`src/hw/rtl/kmc_pkg.sv`:
```
// Package for the k-mer histogram counter: field widths, mode codes,
// symbol classification and the structs passed between the block's modules.
// No dependencies.
`timescale 1ns / 1ps
`default_nettype none

package kmc_pkg;

    // Payload widths of the channels
    localparam int MODE_W    = 2;
    localparam int SYMBOL_W  = 8;
    localparam int RDIDX_W   = 8;
    localparam int OUT_CNT_W = 32;

    // Result queue depth (covers the table stage plus one registered result)
    localparam int OUT_DEPTH = 3;
    localparam int OUT_PTR_W = 2;
    localparam int OUT_CNT_FILL_W = 2;

    typedef enum logic [MODE_W-1:0] {
        MODE_FEED    = 2'd0,
        MODE_NEW_SEQ = 2'd1,
        MODE_READ    = 2'd2,
        MODE_NOP     = 2'd3
    } t_mode;

    typedef enum logic [1:0] {
        SYM_BASE = 2'd0,
        SYM_SKIP = 2'd1,
        SYM_BAD  = 2'd2
    } t_sym_kind;

    typedef struct packed {
        t_sym_kind  kind;
        logic [1:0] code;
    } t_sym;

    // Request from the front end to the count table
    typedef struct packed {
        logic cnt;   // increment the counter at the address
        logic rd;    // return the counter at the address
        logic err;   // error flag after this transaction
    } t_req;

    // One result transaction
    typedef struct packed {
        logic [OUT_CNT_W-1:0] count;
        logic                 err;
    } t_result;

    // A/T/C/G -> 0/1/2/3 in either case, N/n skipped, anything else bad
    function automatic t_sym classify(input logic [SYMBOL_W-1:0] ch);
        t_sym s;
        s.kind = SYM_BASE;
        s.code = 2'd0;
        unique case (ch)
            8'h41, 8'h61: s.code = 2'd0;
            8'h54, 8'h74: s.code = 2'd1;
            8'h43, 8'h63: s.code = 2'd2;
            8'h47, 8'h67: s.code = 2'd3;
            8'h4E, 8'h6E: s.kind = SYM_SKIP;
            default:      s.kind = SYM_BAD;
        endcase
        return s;
    endfunction

endpackage

`default_nettype wire

```
`src/hw/rtl/kmc_front.sv`:
```
// Front end: symbol classification, k-mer window, seen count and error flag.
// Produces the table address and request for each accepted transaction.
// Depends on kmc_pkg.
`timescale 1ns / 1ps
`default_nettype none

module kmc_front #(
    parameter int K = 4
) (
    input  wire logic                         i_clk,
    input  wire logic                         i_rst_n,
    input  wire logic                         i_accept,
    input  wire logic [kmc_pkg::MODE_W-1:0]   i_mode,
    input  wire logic [kmc_pkg::SYMBOL_W-1:0] i_symbol,
    input  wire logic [kmc_pkg::RDIDX_W-1:0]  i_read_index,
    output kmc_pkg::t_req                     o_req,
    output logic [2*K-1:0]                    o_addr
);

    localparam int IDX_W  = 2 * K;
    localparam int SEEN_W = $clog2(K + 1);

    logic [IDX_W-1:0]  r_window, n_window;
    logic [SEEN_W-1:0] r_seen, n_seen;
    logic              r_invalid, n_invalid;

    kmc_pkg::t_sym                  sym;
    logic [IDX_W+1:0]               shifted;
    logic [IDX_W+kmc_pkg::RDIDX_W-1:0] idx_ext;
    logic                           cnt;

    assign sym     = kmc_pkg::classify(i_symbol);
    assign shifted = {r_window, sym.code};
    assign idx_ext = {{IDX_W{1'b0}}, i_read_index};

    // Next window state for the transaction
    always_comb begin
        n_window  = r_window;
        n_seen    = r_seen;
        n_invalid = r_invalid;
        cnt       = 1'b0;
        unique case (kmc_pkg::t_mode'(i_mode))
            kmc_pkg::MODE_FEED: begin
                if (!r_invalid) begin
                    unique case (sym.kind)
                        kmc_pkg::SYM_BASE: begin
                            n_window = shifted[IDX_W-1:0];
                            if (r_seen < SEEN_W'(K)) begin
                                n_seen = r_seen + SEEN_W'(1);
                            end
                            cnt = (r_seen >= SEEN_W'(K - 1));
                        end
                        kmc_pkg::SYM_BAD:  n_invalid = 1'b1;
                        default: ;
                    endcase
                end
            end
            kmc_pkg::MODE_NEW_SEQ: begin
                n_window  = '0;
                n_seen    = '0;
                n_invalid = 1'b0;
            end
            default: ;
        endcase
    end

    assign o_req.cnt = cnt;
    assign o_req.rd  = (kmc_pkg::t_mode'(i_mode) == kmc_pkg::MODE_READ);
    assign o_req.err = n_invalid;
    assign o_addr    = cnt ? n_window : idx_ext[IDX_W-1:0];

    // State registers
    always_ff @(posedge i_clk) begin
        if (!i_rst_n) begin
            r_window  <= '0;
            r_seen    <= '0;
            r_invalid <= 1'b0;
        end else if (i_accept) begin
            r_window  <= n_window;
            r_seen    <= n_seen;
            r_invalid <= n_invalid;
        end
    end

endmodule

`default_nettype wire

```
`config.mk`:
```
export PLATFORM = sky130hd
export DESIGN_NAME = kmc_front
export DESIGN_NICKNAME = d
export VERILOG_FILES = /design/src/hw/rtl/kmc_pkg.sv /design/src/hw/rtl/kmc_front.sv
export SDC_FILE = /design/constraint.sdc
export NUM_CORES = 1
export LEC_CHECK = 0
export BUFFER_PORTS_ARGS = -buffer_cell sky130_fd_sc_hd__buf_2
export CAP_MARGIN = 20
export CORE_MARGIN = 1.5
export CORE_UTILIZATION = 50
export DETAILED_ROUTE_END_ITERATION = 8
export HOLD_SLACK_MARGIN = 0.08
export PLACE_DENSITY_LB_ADDON = 0.1
export SKIP_LAST_GASP = 1
export SLEW_MARGIN = 20
export SYNTH_ARGS = -nofsm -noshare
export SYNTH_HDL_FRONTEND = slang
export SYNTH_SLANG_ARGS = --single-unit
```
`constraint.sdc`:
```
create_clock -name i_clk -period 3.9 [get_ports i_clk]
set_input_delay 0.585 -clock i_clk [delete_from_list [all_inputs] [get_ports i_clk]]
set_output_delay 0.585 -clock i_clk [all_outputs]
set_load 0.02 [all_outputs]
```
==> impl_metrics.toml <==
[cts]
cts.sinks = 10
cts-resized-gates = 0
cts-root-buf = "clkbuf_4"
cts_tree = "yes"
cts_inserted_buffers = 3
insertion_delay_ns = 0.27
cts_buffer_depth = 2
cts_hold_buf = 0
clkSlewWorstSetupHoldPaths_ns = 0.07
post-cts-setup-buffers = 0
h-tree-depth = 1

[power]
leakage_uw = 0.000492
max-vdd-ir-drop_mv = 0.199
swShare_pct = 27.5
p_clk_share_pct = 37.5
p_int_uw = 183
p_comb_share_pct = 21.4
power_density_nw_per_um2 = 257
p_switching_uw = 69.5
pwr-share-seq_pct = 41.1

[critical_path]
r2r_start = "r_invalid"
cpPeakStageDelay_ns = 0.42
critPathLaunchType = "primary input"
endpoint_kind = "output port"
path_max_fanout = 11
cp_slowest_cell = "nand3b_1"
crit_chain = "buf_2 -> nand4bb_1 -> a21boi_1 -> buf_4 -> nand3b_1 -> mux2_2 -> buf_2"
crit_arrival_ns = 2.22
cpMostUsedCell = "buf_2"
crit_start = "i_symbol[0]"
required_ns = 3.31
worstSetupPathType = "in2out"

[global_route]
antenna_found_initial = 0
grt_max_degree = 16
grt_pass1_wl_um = 2990
grt_usage_pct = 21.0
grt_pass1_vias = 708
gr-total-overflow = 0

[routing]
dr.pass1.iters = 4
drt_iter0_drc = 17
avgViaCountPerCell = 6.04
wl_um = 1780
drc = 0
wire_per_inst_um = 13.3
ant_nets = 0
vias = 809

[yosys]
synth_xor_area_share_pct = 0
ys_seq_elements = 10
synthMuxAreaShare_pct = 11.2
yosysTopAreaCell = "dfxtp_1"
synth-simple-area-share_pct = 27.7
postSynthAreaPerCell_um2 = 9.04
yosysSeqAreaShare_pct = 24.9
async_flop_share_pct = 0
synth.distinct_cells = 36
synth_compound_area_share_pct = 26.4
synth_fa_ha_area_share_pct = 3.11
synth_edf_count = 0
ys.flop_type = "dfxtp_1"
synthCells = 89
yosysMostFrequentCell = "dfxtp_1"
syn_area_um2 = 805
synth_area_leaders = "dfxtp_1 25%, mux2_2 11%, o2111a_1 7.0%, a211o_1 5.4%, and3_1 4.7%"
yosys_warnings = 0
synth_top_family_by_area = "simple AND/OR/NAND/NOR gates"
synth_common_cells = "10 x dfxtp_1, 8 x mux2_2, 6 x and3_1"
synth_top_area_share_pct = 24.9
syn-num-nets = 112

[place]
gp_congestion = 0.744
io_buffers = 30
place_hpwl_um = 1310

[die]
placementRows = 14
dieArea_um2 = 1860
core_area_um2 = 1510
die_width_um = 43.1
ios = 32
die-height_um = 43.1
start_util_pct = 53.4

[layout]
area.growth.synth_to_final_pct = 22.2
antenna_cells = 0
drive_gt1_share_pct = 40.7
layout.nets = 142

[timing]
period_needed_ns = 2.81
max_slew_margin_pct = 67.8
worstMarginPinSlew_ns = 0.477
fin_skew_ns = 0.000566
worst_hold_slack_ns = 0.519
rsz0062_at_grt = "no"
timing.final.crit_share_pct = 72.0
hold_viol = 0
max_freq_ghz = 0.356
tns_ns = 0
slew_viol_final = 0
setup-violations-final = 0

[job]
drv_cap = 0

[run_status]
status = "finished, final reports clean"

[min_path]
hp-class = "reg2reg"
hold_start = "r_window[2]"
-- state kept, by name (all words and copies together), names as in the netlist --
| signal | count |
|---|---|
| r_window | 6 |
| r_seen | 3 |
| r_invalid | 1 |
-- critical path, delay by kind of cell --
kind / cells / cell delay, ns
mux: 1 / 0.40
buf+inv: 3 / 0.46
compound gates: 1 / 0.15
simple gates: 2 / 0.63
-- layout make-up --
type | count | area [um2]
multi-input cells | 68 | 551
repair buffers | 31 | 158
clock buffers | 4 | 36.3
fillers | 140 | 523
well taps | 16 | 20.0
flip-flops and latches | 10 | 200
inverters | 5 | 18.8
-- cells in the final DEF (no fill, tap or decap), types with 2 or more instances in the layout --
| master | count |
|---|---|
| nand4bb_1 | 2 |
| or3b_2 | 2 |
| a31oi_1 | 2 |
| a211o_1 | 5 |
| and3_1 | 6 |
| a21boi_1 | 2 |
| nor2_1 | 2 |
| o2111a_1 | 5 |
| dfxtp_1 | 10 |
| mux2_2 | 8 |
| nand2b_1 | 2 |
| o21ai_0 | 2 |
| a21oi_1 | 3 |
| a21boi_0 | 2 |
| clkbuf_4 | 3 |
| buf_2 | 30 |
| nor4_1 | 2 |
| nand2_1 | 3 |
| ha_1 | 2 |
| nor3_1 | 2 |
| nor2b_1 | 2 |
| nand3b_1 | 3 |
| inv_1 | 5 |
-- cells by family after synthesis --
| group | after synthesis |
|---|---|
| muxes | 8 |
| AOI/OAI and AO/OA | 26 |
| and+or+nand+nor | 32 |
| buffers and inverters | 11 |
| DFF | 10 |
| adders and majority gates | 2 |
-- stage by stage --
step	instances	setup slack [ns]	utilization, %	total power [uW]	instance area [um2]
floorplan	89	1.61	-	140	805
global placement	130	1.10	62.9	159	947
detailed placement	130	1.08	62.9	160	947
CTS	134	1.08	65.3	256	983
global route	134	0.926	65.3	266	983
finish	134	1.09	65.3	253	983
-- per-layer routing --
metal	wire length, um	vias up	GRT usage (%)
met2	861	17	36.7
met1	825	380	24.7
met3	82	2	7.66
met5	0	-	0
li1	-	410	-
met4	11	0	3.64
-- power by group through the flow --
| stage | sequential [uW] | combinational (uW) | clock, uW |
|---|---|---|---|
| finish | 104 | 54.1 | 94.7 |
| CTS | 104 | 54.1 | 98.3 |
| floorplan | 106 | 33.5 | 0 |
| detailed placement | 106 | 53.8 | 0 |
| global placement | 106 | 52.7 | 0 |
| global route | 104 | 58.8 | 103 |
-- path summary, 6_finish.rpt --
path,slack (ns),end,cells after the start
setup / recovery,1.09,o_addr[2],7
hold / removal,0.52,r_window[4],1
setup reg to reg,2.18,r_seen[1],3
hold reg to reg,0.52,r_window[4],1
Note: power is estimated with default switching activity, not from simulation.
