<file path="config.mk">
export PLATFORM = sky130hd
export DESIGN_NAME = kmc_out_fifo_flat
export DESIGN_NICKNAME = d
export VERILOG_FILES = /design/src/hw/rtl/kmc_pkg.sv /design/src/hw/rtl/kmc_if.sv /design/src/hw/rtl/kmc_out_fifo.sv /design/src/flat_wrapper.sv
export SDC_FILE = /design/constraint.sdc
export NUM_CORES = 1
export LEC_CHECK = 0
export BUFFER_PORTS_ARGS = -buffer_cell sky130_fd_sc_hd__buf_2
export CAP_MARGIN = 30
export CELL_PAD_IN_SITES_DETAIL_PLACEMENT = 0
export CELL_PAD_IN_SITES_GLOBAL_PLACEMENT = 1
export CORE_ASPECT_RATIO = 1.4
export CORE_MARGIN = 4
export CORE_UTILIZATION = 40
export CTS_CLUSTER_DIAMETER = 50
export DETAILED_ROUTE_END_ITERATION = 8
export GPL_TIMING_DRIVEN = 0
export PLACE_DENSITY = 0.8
export SETUP_SLACK_MARGIN = 0.05
export SLEW_MARGIN = 20
export SYNTH_ARGS = -nofsm -noshare
export SYNTH_HDL_FRONTEND = slang
export SYNTH_SLANG_ARGS = --single-unit
</file>
<file path="constraint.sdc">
create_clock -name i_clk -period 4.2 [get_ports i_clk]
set_input_delay 0.84 -clock i_clk [delete_from_list [all_inputs] [get_ports i_clk]]
set_output_delay 0.84 -clock i_clk [all_outputs]
set_load 0.005 [all_outputs]
</file>
<file path="src/hw/rtl/kmc_pkg.sv">
// Package for the k-mer histogram counter: field widths, mode codes,
// symbol classification and the structs passed between the block's modules.
// No dependencies.
`timescale 1ns / 1ps
`default_nettype none

package kmc_pkg;

    // Payload widths of the channels
    localparam int MODE_W    = 2;
    localparam int SYMBOL_W  = 8;
    localparam int RDIDX_W   = 8;
    localparam int OUT_CNT_W = 32;

    // Result queue depth (covers the table stage plus one registered result)
    localparam int OUT_DEPTH = 3;
    localparam int OUT_PTR_W = 2;
    localparam int OUT_CNT_FILL_W = 2;

    typedef enum logic [MODE_W-1:0] {
        MODE_FEED    = 2'd0,
        MODE_NEW_SEQ = 2'd1,
        MODE_READ    = 2'd2,
        MODE_NOP     = 2'd3
    } t_mode;

    typedef enum logic [1:0] {
        SYM_BASE = 2'd0,
        SYM_SKIP = 2'd1,
        SYM_BAD  = 2'd2
    } t_sym_kind;

    typedef struct packed {
        t_sym_kind  kind;
        logic [1:0] code;
    } t_sym;

    // Request from the front end to the count table
    typedef struct packed {
        logic cnt;   // increment the counter at the address
        logic rd;    // return the counter at the address
        logic err;   // error flag after this transaction
    } t_req;

    // One result transaction
    typedef struct packed {
        logic [OUT_CNT_W-1:0] count;
        logic                 err;
    } t_result;

    // A/T/C/G -> 0/1/2/3 in either case, N/n skipped, anything else bad
    function automatic t_sym classify(input logic [SYMBOL_W-1:0] ch);
        t_sym s;
        s.kind = SYM_BASE;
        s.code = 2'd0;
        unique case (ch)
            8'h41, 8'h61: s.code = 2'd0;
            8'h54, 8'h74: s.code = 2'd1;
            8'h43, 8'h63: s.code = 2'd2;
            8'h47, 8'h67: s.code = 2'd3;
            8'h4E, 8'h6E: s.kind = SYM_SKIP;
            default:      s.kind = SYM_BAD;
        endcase
        return s;
    endfunction

endpackage

`default_nettype wire

</file>
<file path="src/hw/rtl/kmc_if.sv">
// Valid/ready channel interfaces of the k-mer histogram counter.
// Depends on kmc_pkg.
`timescale 1ns / 1ps
`default_nettype none


interface kmc_out_if;
    logic                          valid;
    logic                          ready;
    logic [kmc_pkg::OUT_CNT_W-1:0] kmer_count;
    logic                          error_flag;

    modport source (output valid, kmer_count, error_flag, input ready);
    modport sink   (input valid, kmer_count, error_flag, output ready);
endinterface

`default_nettype wire

</file>
<file path="src/hw/rtl/kmc_out_fifo.sv">
// Result queue of three entries driving the output channel.
// Depends on kmc_pkg and kmc_if.
`timescale 1ns / 1ps
`default_nettype none

module kmc_out_fifo (
    input  wire logic                                  i_clk,
    input  wire logic                                  i_rst_n,
    input  wire logic                                  i_push,
    input  wire kmc_pkg::t_result                      i_res,
    output logic [kmc_pkg::OUT_CNT_FILL_W-1:0]         o_fill,
    kmc_out_if.source                                  o_out_ch
);

    localparam int PW = kmc_pkg::OUT_PTR_W;
    localparam int FW = kmc_pkg::OUT_CNT_FILL_W;

    kmc_pkg::t_result r_buf [kmc_pkg::OUT_DEPTH];
    logic [PW-1:0]    r_wr_ptr;
    logic [PW-1:0]    r_rd_ptr;
    logic [FW-1:0]    r_fill;
    logic             pop;

    assign pop                 = o_out_ch.valid && o_out_ch.ready;
    assign o_out_ch.valid      = (r_fill != '0);
    assign o_out_ch.kmer_count = r_buf[r_rd_ptr].count;
    assign o_out_ch.error_flag = r_buf[r_rd_ptr].err;
    assign o_fill              = r_fill;

    function automatic logic [PW-1:0] next_ptr(input logic [PW-1:0] p);
        return (p == PW'(kmc_pkg::OUT_DEPTH - 1)) ? '0 : p + PW'(1);
    endfunction

    // Storage
    always_ff @(posedge i_clk) begin
        if (i_push) begin
            r_buf[r_wr_ptr] <= i_res;
        end
    end

    // Pointers and fill level
    always_ff @(posedge i_clk) begin
        if (!i_rst_n) begin
            r_wr_ptr <= '0;
            r_rd_ptr <= '0;
            r_fill   <= '0;
        end else begin
            if (i_push) begin
                r_wr_ptr <= next_ptr(r_wr_ptr);
            end
            if (pop) begin
                r_rd_ptr <= next_ptr(r_rd_ptr);
            end
            if (i_push && !pop) begin
                r_fill <= r_fill + FW'(1);
            end else if (!i_push && pop) begin
                r_fill <= r_fill - FW'(1);
            end
        end
    end

endmodule

`default_nettype wire

</file>
<file path="src/flat_wrapper.sv">
// flat-port wrapper written by rule: the top's interface ports become plain ports
module kmc_out_fifo_flat 
  (i_clk, i_rst_n, i_push, i_res, o_fill, o_out_ch_valid, o_out_ch_kmer_count, o_out_ch_error_flag, o_out_ch_ready);
  kmc_out_if o_out_ch_i ();
  input  wire logic i_clk;
  input  wire logic i_rst_n;
  input  wire logic i_push;
  input  wire kmc_pkg::t_result i_res;
  output logic [kmc_pkg::OUT_CNT_FILL_W-1:0] o_fill;
  output wire logic [$bits(o_out_ch_i.valid)-1:0] o_out_ch_valid;
  output wire logic [$bits(o_out_ch_i.kmer_count)-1:0] o_out_ch_kmer_count;
  output wire logic [$bits(o_out_ch_i.error_flag)-1:0] o_out_ch_error_flag;
  input wire logic [$bits(o_out_ch_i.ready)-1:0] o_out_ch_ready;
  assign o_out_ch_valid = o_out_ch_i.valid;
  assign o_out_ch_kmer_count = o_out_ch_i.kmer_count;
  assign o_out_ch_error_flag = o_out_ch_i.error_flag;
  assign o_out_ch_i.ready = o_out_ch_ready;
  kmc_out_fifo u_core (.i_clk(i_clk), .i_rst_n(i_rst_n), .i_push(i_push), .i_res(i_res), .o_fill(o_fill), .o_out_ch(o_out_ch_i));
endmodule
</file>
==> metrics.csv, run 1 <==
metric;value;unit
status;completed;
hpwl dp;5.00;mm
RSZ-0062 raised after global routing;no;
Remaining DRCs;0;
Clk Latency, worst-skew pair;330;ps
cts repair resizes;0;
Netlist Area Pre-Place;3980;µm²
antenna violations before repair;0;
clock transition at the registers of the reported paths;60;ps
Hold Buf Count CTS;0;
worst-case vdd ir drop;0.301;mV
pin count of the biggest net entering global routing;28;
via count;2211;
final core utilization;50.7;%
static leakage;1.68;nW
clock power share;29.9;%
I/O pin count;73;
vias in the first global route;2360;
critical path class;reg -> out;
total setup buffers inserted after CTS;0;
CTS H-tree depth;3;
clk root buf;clkbuf_16;
chip width;92.3;µm
Req. time, crit path;3360;ps
worst min path class;reg -> reg;
n_diodes;0;
final setup fails;0;
post-synthesis sequential area ratio;78.7;%
worst r2r src;u_core.r_wr_ptr[0];
Syn Area/Cell;16.6;µm²
WL final;7.31;mm
Logic pwr share;19.0;%
Final Instance Area;4850;µm²
final net count;366;
die area;11600;µm²
Post-synth EDFFs;99;
Achievable Freq;389;MHz
Post-DRT Antenna Nets;0;
placed cell areas;4590;µm²
hold wc startpoint;u_core.r_rd_ptr[0];
first-pass GRT wire length;11.4;mm
GRT overflow;0;
layout cells sized above 1;30.3;%
Yosys warning count;0;
Yosys cell types;22;
clock sink count;107;
Post-synth ARST share;0;%
CP Launch Type;flip-flop;
Placer Congestion;0.661;
Die Ht;126;µm
max-slew violations;0;
Worst EP arrival;1730;ps
setup TNS;0;ps
Port Buf Inserts;72;
CP endpoint kind;primary output;
pwr dens;508;nW/µm²
Worst slew margin;48.6;%
final worst-path cycle share;61.2;%
syn_nets;278;
fin crit period;2570;ps
Rows;42;
internal power;1.87;mW
#FFs+latches synth;107;
Flop pwr share;51.0;%
CTS tree;yes;
clock buffer count from CTS;9;
worst-margin pin slew;767;ps
Via density;4.75;
clock skew;3.64;ps
GRT Total Usage;13.1;%
top_reg_cell synth;edfxtp_1;
switching share of power;24.1;%
Initial Util;41.6;%
CTS Buffer Depth;2;
Sw Pwr;0.594;mW
area delta synth->final;22.0;%
Final Hold Fails;0;
Cells after Synth;240;
crit-path max FO;10;
max_cap viols;0;
overall power;2.46;mW
core area;9560;µm²
wire per inst;15.7;µm
DRT iter0 DRCs;69;
DRT Pass-1 Iters;4;
==> per-stage QoR <==
step	setup WS, ps	hold slack (ps)	instances
global placement	-1450	464	444
global route	1450	529	465
floorplan	394	451	240
CTS	1560	500	465
finish	1630	502	465
detailed placement	1690	488	449
==> worst max-delay path, cell delays in order, from the launching register on <==
cell	delay, ps
dfxtp_1	360
buf_2	230
clkbuf_1	440
nand2_1	100
o21ai_0	110
buf_2	150
==> power groups by stage <==
| stage | Clock, mW | Combinational (mW) | Sequential [mW] |
|---|---|---|---|
| 2_1_floorplan | 0 | 0.274 | 1.28 |
| 3_3_place_gp | 0 | 0.459 | 1.28 |
| 3_5_place_dp | 0 | 0.482 | 1.28 |
| 4_1_cts | 0.757 | 0.484 | 1.26 |
| 5_1_grt | 0.795 | 0.522 | 1.26 |
| 6_report | 0.738 | 0.469 | 1.26 |
==> cell type report <==
type                       count  area (µm²)
timing repair buffer          77         430
multi-input combinational    122         792
clock inverter                 3        15.0
fill                         848        4710
tap                          132         165
sequential                   107        3130
buffer                        11        67.6
clock buffer                  13         250
==> logic make-up (layout without fill, tap and decap cells) <==
kind of cell	count (synthesis)	after routing	share of synthesized area (%)
fa+ha+maj	1	1	0.314
simple gates	46	46	5.06
xor+xnor	2	2	0.440
compound gates	40	40	5.44
buf+inv	11	104	1.70
flops	107	107	78.7
mux	33	33	8.30
==> routing by layer <==
metal  track usage, %  up-vias  part of all wire [%]
met5                0        -                     0
met4             8.49        0                   3.5
met3             2.51       17                   4.0
met2             24.8       51                    55
met1             12.8     1069                    37
li1                 -     1074                     -
==> synthesized netlist by cell type (2+ instances only) <==
cell type	number	area (µm²)
or3_1	2	12.5
dfxtp_1	8	160
buf_6	3	33.8
clkbuf_1	5	18.8
o21a_1	2	15.0
o21ai_0	34	170
nor2b_1	2	12.5
mux2i_1	33	330
a21boi_1	3	22.5
buf_2	3	15.0
nand2_1	36	135
edfxtp_1	99	2970
==> state kept, by name (all words and copies together) (netlist names), named ones only <==
register / flops
u_core.r_rd_ptr: 2
u_core.r_buf: 99
u_core.r_wr_ptr: 2
u_core.o_fill: 2
==> path summary, 6_finish.rpt <==
| check | to | slack, ps | cells after the start |
|---|---|---|---|
| hold / removal | u_core.r_rd_ptr[0] | 500 | 2 |
| hold reg to reg | u_core.r_rd_ptr[0] | 500 | 2 |
| setup reg to reg | u_core.r_buf[0][6] | 2330 | 3 |
| setup / recovery | o_out_ch_kmer_count[16] | 1630 | 5 |
==> cell usage in the layout (no fill, tap or decap), drive strengths merged, types with 2 or more instances in the layout <==
master / n
edfxtp: 99
buf: 83
nand2: 36
o21ai: 35
mux2i: 33
clkbuf: 18
dfxtp: 8
a21boi: 3
clkinv: 3
or3: 2
nor2b: 2
o21a: 2
(Power assumes the default switching activity.)
==> inputs of run 2 (changes only) <==
--- a/config.mk
+++ b/config.mk
@@ -15,7 +15,7 @@
 export CTS_CLUSTER_DIAMETER = 50
 export DETAILED_ROUTE_END_ITERATION = 8
 export GPL_TIMING_DRIVEN = 0
-export PLACE_DENSITY = 0.8
+export PLACE_DENSITY = 0.83
 export SETUP_SLACK_MARGIN = 0.05
 export SLEW_MARGIN = 20
 export SYNTH_ARGS = -nofsm -noshare
==> constraint.sdc (replaced) <==
create_clock -name i_clk -period 2.3 [get_ports i_clk]
set_input_delay 0.46 -clock i_clk [delete_from_list [all_inputs] [get_ports i_clk]]
set_output_delay 0.46 -clock i_clk [all_outputs]
set_load 0.005 [all_outputs]
==> metrics.csv, run 2 (synthesis gave the netlist of run 1 again) <==
metric;value;unit
hpwl dp;5.02;mm
CP endpoint kind;primary output;
final setup fails;0;
wire per inst;16.0;µm
n_diodes;0;
die area;11600;µm²
Placer Congestion;0.725;
I/O pin count;73;
Clk Latency, worst-skew pair;330;ps
final worst-path cycle share;88.6;%
pwr dens;926;nW/µm²
max FFs per register;99;
CTS H-tree depth;3;
GRT overflow;0;
setup TNS;0;ps
CP Launch Type;flip-flop;
cell-by-cell trace of the critical path;buf_2 > clkbuf_1 > o21ai_0 > buf_2;
RSZ-0062 raised after global routing;no;
crit path to;o_out_ch_kmer_count[1];
final core utilization;50.9;%
clock sink count;107;
Port Buf Inserts;72;
Achievable Freq;491;MHz
critical path class;reg -> out;
worst-margin pin slew;666;ps
Final Instance Area;4870;µm²
via count;2205;
Rows;42;
hold slack final;325;ps
clock transition at the registers of the reported paths;70;ps
Crit path largest cell delay;370;ps
DRT iter0 DRCs;109;
reg-to-reg slack, setup;570;ps
clock skew;5.85;ps
core area;9560;µm²
max-slew violations;0;
Storage cell area;3130;µm²
worst r2r src;u_core.r_wr_ptr[0];
CP max-delay cell;clkbuf_1;
layout cells sized above 1;31.0;%
Via density;4.75;
status;completed;
antenna violations before repair;0;
hold wc startpoint;i_res[32];
Initial Util;41.6;%
CTS Buffer Depth;2;
worst min path class;in -> reg;
WL final;7.41;mm
max_cap viols;0;
crit-path max FO;10;
fin crit period;2040;ps
post-place setup slack;307;ps
Reg2Reg Depth;3;
r2r endpoint;u_core.r_buf[0][2];
placed cell areas;4600;µm²
most common cell after layout, fill and taps aside;edfxtp_1;
Post-DRT Antenna Nets;0;
clk root buf;clkbuf_16;
pin count of the biggest net entering global routing;24;
GRT Total Usage;13.1;%
chip width;92.3;µm
Worst EP arrival;1580;ps
Multi-input gate area;798;µm²
CTS tree;yes;
Req. time, crit path;1840;ps
area delta synth->final;22.4;%
Worst slew margin;55.6;%
Remaining DRCs;0;
final net count;365;
clock buffer count from CTS;9;
total setup buffers inserted after CTS;0;
most frequent cells in the layout;edfxtp_1, buf_2, nand2_1;
Final Hold Fails;0;
vias in the first global route;2353;
Crit path top cell by count;buf_2;
Die Ht;126;µm
Layout fillers;843;
worst-case vdd ir drop;0.541;mV
Most flops, register;u_core.r_buf;
final worst slack;262;ps
DRT Pass-1 Iters;4;
first-pass GRT wire length;11.5;mm
static leakage;1.68;nW
==> run 2: changes by cell type in the layout (fill, tap and decap cells not counted), sizes merged <==
cell	change
buf	-1
clkbuf	-4
clkinv	+2
clkinvlp	+2
==> run 2: area by class of cell <==
| cell class | instances | share of cell area, % |
|---|---|---|
| clock buffer | 9 | 4.62 |
| clock inverter | 7 | 0.925 |
| tap | 132 | 3.39 |
| multi-input combinational | 122 | 16.4 |
| sequential | 107 | 64.3 |
| timing repair buffer | 76 | 8.91 |
| buffer | 11 | 1.44 |
==> run 2: per-stage QoR <==
step,std cells,power [mW]
after floorplan,240,2.83
after global placement,444,3.17
after detailed placement,448,3.21
after CTS,464,4.59
after global routing,464,4.74
final,464,4.51
==> run 2: metal layers <==
metal | routed length [µm] | part of all wire (%) | GRT usage [%] | vias to the layer above
met5 | 0 | 0 | 0 | -
met4 | 124 | 1.7 | 5.25 | 0
met3 | 353 | 4.8 | 4.06 | 6
met2 | 4040 | 55 | 24.4 | 57
met1 | 2890 | 39 | 13.6 | 1068
li1 | - | - | - | 1074
==> run 2: how the worst min path moves through the flow <==
stage,slack [ps],endpoint,cells past startpoint
final,330,u_core.r_buf[2][32],1
after global routing,300,u_core.r_buf[2][20],1
after CTS,310,u_core.r_buf[0][20],1
after detailed placement,480,u_core.r_rd_ptr[1],2
after global placement,460,u_core.r_rd_ptr[1],2
after floorplan,450,flip-flop,2
==> run 2: critical path: cells and delay by family (launching register included) <==
kind                   cells  cell delay [ps]
buffers and inverters      3              740
DFF                        1              340
AOI/OAI and AO/OA          1              160
==> run 2: timing repair <==
item                                    4_1_cts  5_1_grt
resized for setup                             1        2
endpoints found under the setup margin        2        6
hold buffers                                  0        0
==> run 2: power breakdown <==
part	switching (mW)	internal, mW	total, mW
sequential	0.0511	2.24	2.30
clock	0.633	0.727	1.36
combinational	0.440	0.414	0.854
==> inputs of run 3 (changes only) <==
--- a/config.mk
+++ b/config.mk
@@ -7,15 +7,13 @@
 export LEC_CHECK = 0
 export BUFFER_PORTS_ARGS = -buffer_cell sky130_fd_sc_hd__buf_2
 export CAP_MARGIN = 30
-export CELL_PAD_IN_SITES_DETAIL_PLACEMENT = 0
-export CELL_PAD_IN_SITES_GLOBAL_PLACEMENT = 1
 export CORE_ASPECT_RATIO = 1.4
 export CORE_MARGIN = 4
-export CORE_UTILIZATION = 40
+export CORE_UTILIZATION = 36
 export CTS_CLUSTER_DIAMETER = 50
 export DETAILED_ROUTE_END_ITERATION = 8
 export GPL_TIMING_DRIVEN = 0
-export PLACE_DENSITY = 0.83
+export PLACE_DENSITY = 0.68
 export SETUP_SLACK_MARGIN = 0.05
 export SLEW_MARGIN = 20
 export SYNTH_ARGS = -nofsm -noshare
==> metrics.csv, run 3 (synthesis gave the netlist of run 1 again) <==
metric;value;unit
Final Hold Fails;0;
Via density;4.73;
CTS H-tree depth;3;
most frequent cells in the layout;edfxtp_1, buf_2, nand2_1;
CTS Buffer Depth;2;
CP max-delay cell;dfxtp_1;
static leakage;1.69;nW
chip width;96.9;µm
clk root buf;clkbuf_16;
Crit path largest cell delay;370;ps
Worst EP arrival;1560;ps
Post-DRT Antenna Nets;0;
Reg2Reg Depth;3;
Most flops, register;u_core.r_buf;
clock sink count;107;
Worst Hold Endpoint;u_core.r_buf[0][31];
clock skew;7.42;ps
Hold Path Stages;1;
worst r2r src;u_core.r_wr_ptr[0];
critical path class;reg -> out;
Achievable Freq;496;MHz
crit-path max FO;10;
Rows;45;
GRT Total Usage;12.5;%
Worst slew margin;60.6;%
CTS tree;yes;
Final Instance Area;4890;µm²
max-slew violations;0;
r2r endpoint;u_core.r_buf[0][3];
core area;10800;µm²
pin count of the biggest net entering global routing;28;
worst-case vdd ir drop;0.552;mV
GRT overflow;0;
fin crit period;2020;ps
clock buffer count from CTS;9;
hold slack final;320;ps
CP Launch Type;flip-flop;
Clk Latency, worst-skew pair;340;ps
final net count;366;
clock transition at the registers of the reported paths;70;ps
Port Buf Inserts;72;
first-pass GRT wire length;12.2;mm
final worst-path cycle share;87.7;%
wire per inst;16.0;µm
Req. time, crit path;1840;ps
Initial Util;36.8;%
final core utilization;45.2;%
vias in the first global route;2425;
Crit path buffers/inverters;3;
overall power;4.52;mW
CP endpoint kind;primary output;
hpwl dp;5.15;mm
most common cell after layout, fill and taps aside;edfxtp_1;
worst-margin pin slew;589;ps
via count;2247;
Hold Buf Count CTS;0;
die area;12800;µm²
delay-heaviest family, CP;buffers and inverters;
reg-to-reg slack, setup;670;ps
WL final;7.62;mm
hold wc startpoint;i_res[31];
status;completed;
antenna violations before repair;1;
max_cap viols;0;
I/O pin count;73;
Crit path top cell by count;buf_2;
RSZ-0062 raised after global routing;no;
max FFs per register;99;
worst min path class;in -> reg;
cell-by-cell trace of the critical path;buf_2 > clkbuf_2 > nand2_1 > o21ai_0 > buf_2;
Die Ht;132;µm
Remaining DRCs;0;
final setup fails;0;
DRT iter0 DRCs;70;
layout cells sized above 1;31.2;%
area delta synth->final;22.8;%
Layout fillers;999;
placed cell areas;4620;µm²
DRT Pass-1 Iters;4;
Placer Congestion;0.662;
pwr dens;925;nW/µm²
==> run 3: cell count changes in the layout (fill, tap and decap cells not counted) <==
cell	change
clkinvlp_4	-1
clkinv_4	-1
diode_2	+1
buf_8	-1
clkbuf_2	+1
clkbuf_1	+1
clkinv_2	+1
buf_6	+2
clkinv_1	-1
==> run 3: area by class of cell <==
cell class                 instances  area, µm²  area share [%]
antenna                            1       2.50          0.0512
buffer                            11       71.3            1.46
clock buffer                      11        233            4.76
clock inverter                     5       30.0           0.615
multi-input combinational        122        798            16.3
sequential                       107       3130            64.1
tap                              141        176            3.61
timing repair buffer              77        442            9.04
==> run 3: through the flow <==
step	cells	setup slack [ps]	TNS (ps)
2_1_floorplan	240	66.3	0
3_3_place_gp	453	-1040	-48480
3_5_place_dp	458	381	0
4_1_cts	474	200	0
5_1_grt	475	90.6	0
6_report	475	284	0
==> run 3: what timing repair did <==
| action | 4_1_cts | 5_1_grt |
|---|---|---|
| buffers inserted | 0 | 0 |
| resized for setup | 3 | 0 |
| endpoints found under the setup margin | 10 | 0 |
==> run 3: worst register-to-register path, delay by kind of cell (launching register included) <==
family | cells | cell delay [ps]
flip-flops | 1 | 370
AND/OR/NAND/NOR | 1 | 520
buffers and inverters | 2 | 440
==> run 3: worst max-delay path by stage <==
stage               cells after the start  slack [ps]                 endpoint
floorplan                               1          70       u_core.r_buf[0][0]
global placement                        2       -1040       u_core.r_buf[0][2]
detailed placement                      5         380  o_out_ch_kmer_count[15]
CTS                                     5         200  o_out_ch_kmer_count[26]
global route                            5          90  o_out_ch_kmer_count[15]
finish                                  5         280  o_out_ch_kmer_count[26]
==> run 3: per-layer routing <==
metal	vias to the layer above	wire [µm]	track usage [%]
li1	1079	-	-
met1	1106	3100	14.2
met2	51	4060	21.9
met3	11	272	2.12
met4	0	188	7.10
met5	-	0	0
==> run 3: report_power, final <==
part	leakage [nW]	switching, mW	total, mW	internal, mW
combinational	0.582	0.448	0.865	0.417
clock	0.127	0.626	1.35	0.729
sequential	0.981	0.0527	2.30	2.25
